[src/rtl/vfd_pkg.sv]
// Shared types, constants and helper functions for the VADPCM frame decoder.
// No dependencies; imported by vfd_mac, vadpcm_frame_decoder and tb_top.
`timescale 1ns / 1ps
`default_nettype none

package vfd_pkg;

   localparam int NUM_PREDICTORS_DEF = 16;
   localparam int COEFS_PER_PRED     = 16;
   localparam int HALF_LEN           = 8;
   localparam int REQ_DATA_W         = 32;
   localparam int RSP_DATA_W         = 24;

   localparam logic [3:0] RANGE_FOUR_BIT = 4'd12;
   localparam logic [3:0] RANGE_TWO_BIT  = 4'd14;
   localparam logic [4:0] LAST_POS       = 5'd15;
   localparam logic [7:0] HIST_OLDER     = 8'd0;
   localparam logic [7:0] HIST_NEWER     = 8'd1;

   typedef enum logic [1:0] {
      OP_COEF   = 2'd0,
      OP_HIST   = 2'd1,
      OP_HEADER = 2'd2,
      OP_DATA   = 2'd3
   } op_type;

   typedef enum logic [4:0] {
      S_IDLE  = 5'b00001,
      S_LOAD  = 5'b00010,
      S_ISSUE = 5'b00100,
      S_DRAIN = 5'b01000,
      S_DONE  = 5'b10000
   } state_type;

   typedef enum logic [1:0] {
      OPB_OLDER = 2'd0,
      OPB_NEWER = 2'd1,
      OPB_RESID = 2'd2
   } opb_type;

   typedef struct packed {
      logic               init;
      logic signed [15:0] resid;
      logic               valid;
   } mac_ctl_type;

   function automatic logic signed [15:0] unpack_residual(
      input logic [7:0] byte_v,
      input logic [1:0] k,
      input logic       two_bit,
      input logic [3:0] scale
   );
      logic [1:0]         crumb;
      logic signed [15:0] placed;
      logic [3:0]         rsh;
      if (two_bit) begin
         case (k)
            2'd0:    crumb = byte_v[7:6];
            2'd1:    crumb = byte_v[5:4];
            2'd2:    crumb = byte_v[3:2];
            default: crumb = byte_v[1:0];
         endcase
         placed = {crumb, 14'b0};
         rsh = (scale < RANGE_TWO_BIT) ? RANGE_TWO_BIT - scale : 4'd0;
      end else begin
         crumb = 2'b00;
         placed = k[0] ? {byte_v[3:0], 12'b0} : {byte_v[7:4], 12'b0};
         rsh = (scale < RANGE_FOUR_BIT) ? RANGE_FOUR_BIT - scale : 4'd0;
      end
      return placed >>> rsh;
   endfunction

   function automatic logic signed [15:0] sat16(input logic [31:0] acc);
      logic signed [20:0] t;
      t = $signed(acc[31:11]);
      if (t > 21'sd32767) begin
         return 16'sh7fff;
      end else if (t < -21'sd32768) begin
         return 16'sh8000;
      end
      return t[15:0];
   endfunction

endpackage

`default_nettype wire

[src/rtl/vfd_mac.sv]
// Multiply-accumulate pipeline: one registered 16x16 product per cycle,
// summed into a wrapping 32-bit accumulator. Depends on vfd_pkg.
`timescale 1ns / 1ps
`default_nettype none

module vfd_mac (
   input  wire logic                 clock,
   input  wire logic                 reset,
   input  wire vfd_pkg::mac_ctl_type ctl,
   input  wire logic signed [15:0]   coef,
   input  wire logic signed [15:0]   opb,
   output logic [31:0]               acc,
   output logic                      busy
);
   import vfd_pkg::*;

   logic signed [31:0] prod_ff, prod_in;
   logic               prod_valid_ff;
   logic [31:0]        acc_ff, acc_in;

   always_comb begin
      prod_in = coef * opb;
      acc_in = acc_ff;
      if (ctl.init) begin
         acc_in = {{5{ctl.resid[15]}}, ctl.resid, 11'b0};
      end else if (prod_valid_ff) begin
         acc_in = acc_ff + prod_ff;
      end
   end

   always_ff @(posedge clock) begin
      if (reset) begin
         prod_valid_ff <= 1'b0;
      end else begin
         prod_valid_ff <= ctl.valid;
      end
   end

   always_ff @(posedge clock) begin
      prod_ff <= prod_in;
      acc_ff <= acc_in;
   end

   assign acc = acc_ff;
   assign busy = prod_valid_ff;

`ifndef NO_ASSERTIONS
   a_init_idle: assert property (@(posedge clock) disable iff (reset)
      ctl.init |-> !prod_valid_ff && !ctl.valid)
      else $error("accumulator seeded while products in flight");
   a_prod_follows: assert property (@(posedge clock) disable iff (reset)
      ctl.valid |=> prod_valid_ff)
      else $error("product lost in pipeline");
   a_no_stray: assert property (@(posedge clock) disable iff (reset)
      !ctl.valid |=> !prod_valid_ff)
      else $error("product without operand");
`endif

endmodule

`default_nettype wire

[config.mk]
export PLATFORM = sky130hd
export DESIGN_NAME = vfd_mac
export DESIGN_NICKNAME = d
export VERILOG_FILES = /design/src/rtl/vfd_pkg.sv /design/src/rtl/vfd_mac.sv
export SDC_FILE = /design/constraint.sdc
export NUM_CORES = 1
export LEC_CHECK = 0
export ABC_CLOCK_PERIOD_IN_PS = 8200
export BUFFER_PORTS_ARGS = -buffer_cell sky130_fd_sc_hd__buf_2
export CAP_MARGIN = 10
export CORE_ASPECT_RATIO = 2
export CORE_MARGIN = 1
export CORE_UTILIZATION = 35
export DETAILED_ROUTE_END_ITERATION = 10
export SYNTH_ARGS = -nofsm -noshare
export SYNTH_HDL_FRONTEND = slang
export SYNTH_SLANG_ARGS = --single-unit
[constraint.sdc]
create_clock -name clock -period 8.2 [get_ports clock]
set_input_delay 0.82 -clock clock [delete_from_list [all_inputs] [get_ports clock]]
set_output_delay 0.82 -clock clock [all_outputs]
set_load 0.1 [all_outputs]
---- Word level (Yosys, flattened, before mapping) ----
Cells that the tools add are included.
cells by class
  add/subtract/negate cells ............... 1
  reduce and logical (&&, ||, !) cells .... 1
  multipliers ............................. 1
  mux-type cells .......................... 2
operators with widths
  kind                                            count
  32-bit two-way mux                              2
  32-bit adder                                    1
  16-bit by 16-bit multiplier with 32-bit output  1
  2-bit nonzero test                              1
storage, ports and cells
  bits of input ports ..................... 52
  output and inout bits ................... 33
  logic and storage cells ................. 9
  register bits ........................... 65

---- Logic depth before layout (Yosys ltp) ----
  depth in word-level cells ............... 3
  gate-level depth with buffers ........... 24
  mapped depth without buffers ............ 22

---- Worst setup path before layout ----
OpenSTA, ideal clock, no wires.
  kind .................................... input to register
  start point ............................. input coef[15]
  end point ............................... register prod_ff[31]
  data arrival time ....................... 6121 ps
  path slack .............................. 2001 ps
  data required time ...................... 8122 ps
  setup time .............................. 78 ps
  path buffers ............................ 1
  stages on the path ...................... 20
  cell sequence ........................... clkbuf_1 > nand2_1 > fa_1 > inv_1 > fa_1 > fa_1 > fa_1 > fa_1 > inv_1 > fa_1 > inv_1 > ha_1 > or2_2 > o221ai_1 > a21oi_1 > nor3_1 > a31oi_1 > o21a_1 > and4_1 > nor3_1
between the ends
  cells in the longest elaborated chain, start to end .. 1
RTL lines
  item                                            line           source
  from (decl)                                     vfd_mac.sv:10  input wire logic signed [15:0] coef,
  16-bit by 16-bit multiplier with 32-bit output  vfd_mac.sv:22  prod_in = coef * opb;
  net prod_in[31]                                 vfd_mac.sv:17  logic signed [31:0] prod_ff, prod_in;
  to (signal assigned)                            vfd_mac.sv:40  prod_ff <= prod_in;
  to (decl)                                       vfd_mac.sv:17
The timed path passes the listed nets, and every way through them passes these cells.
A chain may end at the register's enable or synchronous reset.

---- Final worst setup path ----
Ends and elaborated chain as after synthesis.

==> results.cfg <==
[clock_tree]
clkSinkCount = 65
cts_buffers = 9
post_cts_buffers = 0
cts_max_level = 3
clkTransAtPathRegs_ns = 0.06
cts_tree = built
worstSkewPairLatency_ns = 0.35
ctsResizeCount = 0
hold_buffers = 0
clock_path_buffers = 2
root_buffer = clkbuf_16

[timing]
slew_viol_final = 0
rsz0062_at_grt = no
fmax_mhz = 153
tns_ns = 0
worstMarginPinSlew_ns = 0.865
timing.final.crit_share_pct = 79.6
hold_violations = 0
skew_ns = 0.00864
setup_viol = 0
slew_headroom_pct = 42.2
fin_crit_ns = 6.53

[setup_path]
r2r_start = acc[0]
crit_path_start_kind = input port
cp-end-kind = flop
startpoint = coef[15]
arrival_ns = 6.80
crit_path_max_fanout = 16
cp.required_ns = 8.47
criticalPathCategory = input port to flop

[routing]
wl_mm = 36.3
drt_iter0_drc = 348
first_pass_iters = 5
dr_total_vias = 10000
antenna_left = 0
drc = 0
via_per_inst = 5.09
wire_per_inst_um = 18.4

[synth]
syn_avg_cell_area_sq_um = 9.19
ys_ff_latch = 65
yosys_warnings = 0
syn_nets = 1883
netlist_instances = 1455
yosysUniqueCellTypes = 62
synth_async_sr_flop_share_pct = 0
yosysSeqAreaShare_pct = 11.3
syn_area_sq_um = 13400
yosys_most_used_dff = dfxtp_1
synth_edf_count = 21

[cells_and_area]
layout_common_cells = inv_1 (322), fa_1 (263), nand2_1 (158), and2_1 (124), ha_1 (113)
final_common_cell = inv_1
fillCellCount = 3776
syn2layout_area_growth_pct = 8.15
drive_gt1_share_pct = 7.95
fin_nets = 1933
antenna_cells = 0

[global_route]
grt_pass1_vias = 11500
antenna_found_initial = 0
track_usage_pct = 19.9
grt_pass1_wl_mm = 58.3
grt_max_degree = 31
overflow = 0

[floorplan]
die_x_um = 140
die-area_sq_um = 39000
fp.dieH_um = 278
placement_rows = 100
initial_core_util_pct = 35.7
core_area_sq_um = 37400
ioPinCount = 85

[placed_design]
place.gp.congestion = 0.898
port_buffers = 84
post-dp-hpwl_mm = 30.6

[run]
drv_cap = 0

[hold_path]
min_from = acc[7]
hp-class = flop to flop

[status]
status = finished, final reports clean
==> cell families (layout without fill, tap and decap cells) <==
group / count (synthesis) / count (layout) / share of synthesized area (%)
and+or+nand+nor: 405 / 405 / 15.0
adders and majority gates: 376 / 376 / 49.9
buffers and inverters: 367 / 422 / 10.4
AOI/OAI and AO/OA: 170 / 170 / 8.56
DFF: 65 / 65 / 11.3
xor gates and xnor gates: 61 / 61 / 4.00
muxes: 11 / 11 / 0.823
==> Yosys cell counts (all sizes together) (3+ instances only) <==
library cell / n / share of area [%]
a211o: 4 / 0.26
a211oi: 8 / 0.52
a21o: 27 / 1.5
a21oi: 43 / 1.7
a31oi: 7 / 0.33
a41oi: 4 / 0.26
and2: 124 / 5.8
and3: 6 / 0.29
buf: 4 / 0.19
clkbuf: 41 / 1.2
dfxtp: 44 / 6.6
edfxtp: 21 / 4.7
fa: 263 / 39
ha: 113 / 11
inv: 322 / 9.0
mux2i: 11 / 0.82
nand2: 158 / 4.4
nand2b: 16 / 0.75
nand3: 13 / 0.49
nand4: 3 / 0.14
nor2: 50 / 1.4
nor2b: 5 / 0.23
nor3: 13 / 0.49
nor4: 3 / 0.14
o21a: 6 / 0.34
o21ai: 40 / 1.5
o21bai: 9 / 0.51
o221ai: 3 / 0.20
o31ai: 4 / 0.33
or2: 4 / 0.19
xnor2: 43 / 2.8
xor2: 18 / 1.2
==> registers in the layout, indices dropped and copies added, names as in the netlist <==
signal,count
acc,32
busy,1
prod_ff,32
==> path summary, 6_finish.rpt <==
path            endpoint  cells after the start  slack, ns
min               acc[7]                      2       0.51
min reg2reg       acc[7]                      2       0.51
max reg2reg      acc[30]                     12       4.84
max          prod_ff[31]                     21       1.67
==> layer usage <==
layer / wire length [um] / up-vias / share of wire [%] / track usage, %
li1: - / 4554 / - / -
met1: 10800 / 5113 / 30 / 16.2
met2: 21000 / 223 / 58 / 40.5
met3: 941 / 130 / 2.6 / 2.05
met4: 3620 / 0 / 10 / 17.6
met5: 0 / - / 0 / 0
==> stage by stage <==
stage | cells | utilization [%] | hold WS, ns | setup WS [ns] | area [sq um]
6_report | 1969 | 38.7 | 0.510 | 1.67 | 14500
5_1_grt | 1969 | 38.7 | 0.546 | 1.35 | 14500
4_1_cts | 1969 | 38.7 | 0.513 | 1.74 | 14500
3_5_place_dp | 1953 | 37.9 | 0.507 | 1.41 | 14200
3_3_place_gp | 1953 | 37.9 | 0.495 | 1.44 | 14200
2_1_floorplan | 1455 | - | 0.551 | 2.00 | 13400
==> critical path, stage by stage <==
cell	delay, ns
buf_2	0.31
and2_1	0.22
inv_1	0.07
fa_1	0.55
inv_1	0.07
fa_1	0.88
fa_1	0.54
fa_1	0.50
fa_1	0.51
inv_1	0.05
fa_1	0.48
inv_1	0.04
ha_1	0.23
or2_2	0.33
o221ai_1	0.19
a21oi_1	0.08
nor3_1	0.14
a31oi_1	0.15
o21a_1	0.24
and4_1	0.19
nor3_1	0.17
==> final cells by class <==
type	instances	area, sq um	area share [%]
Clock buffer	9	225	1.56
Clock inverter	7	48.8	0.337
Inverter	322	1210	8.36
Multi-Input combinational cell	1023	10500	72.4
Sequential cell	65	1510	10.5
Tap cell	459	574	3.97
Timing Repair Buffer	84	420	2.91
Power is left out: the tool's default activity adds up to more than one toggle a clock period on the data nets, which glitch-free logic cannot reach.
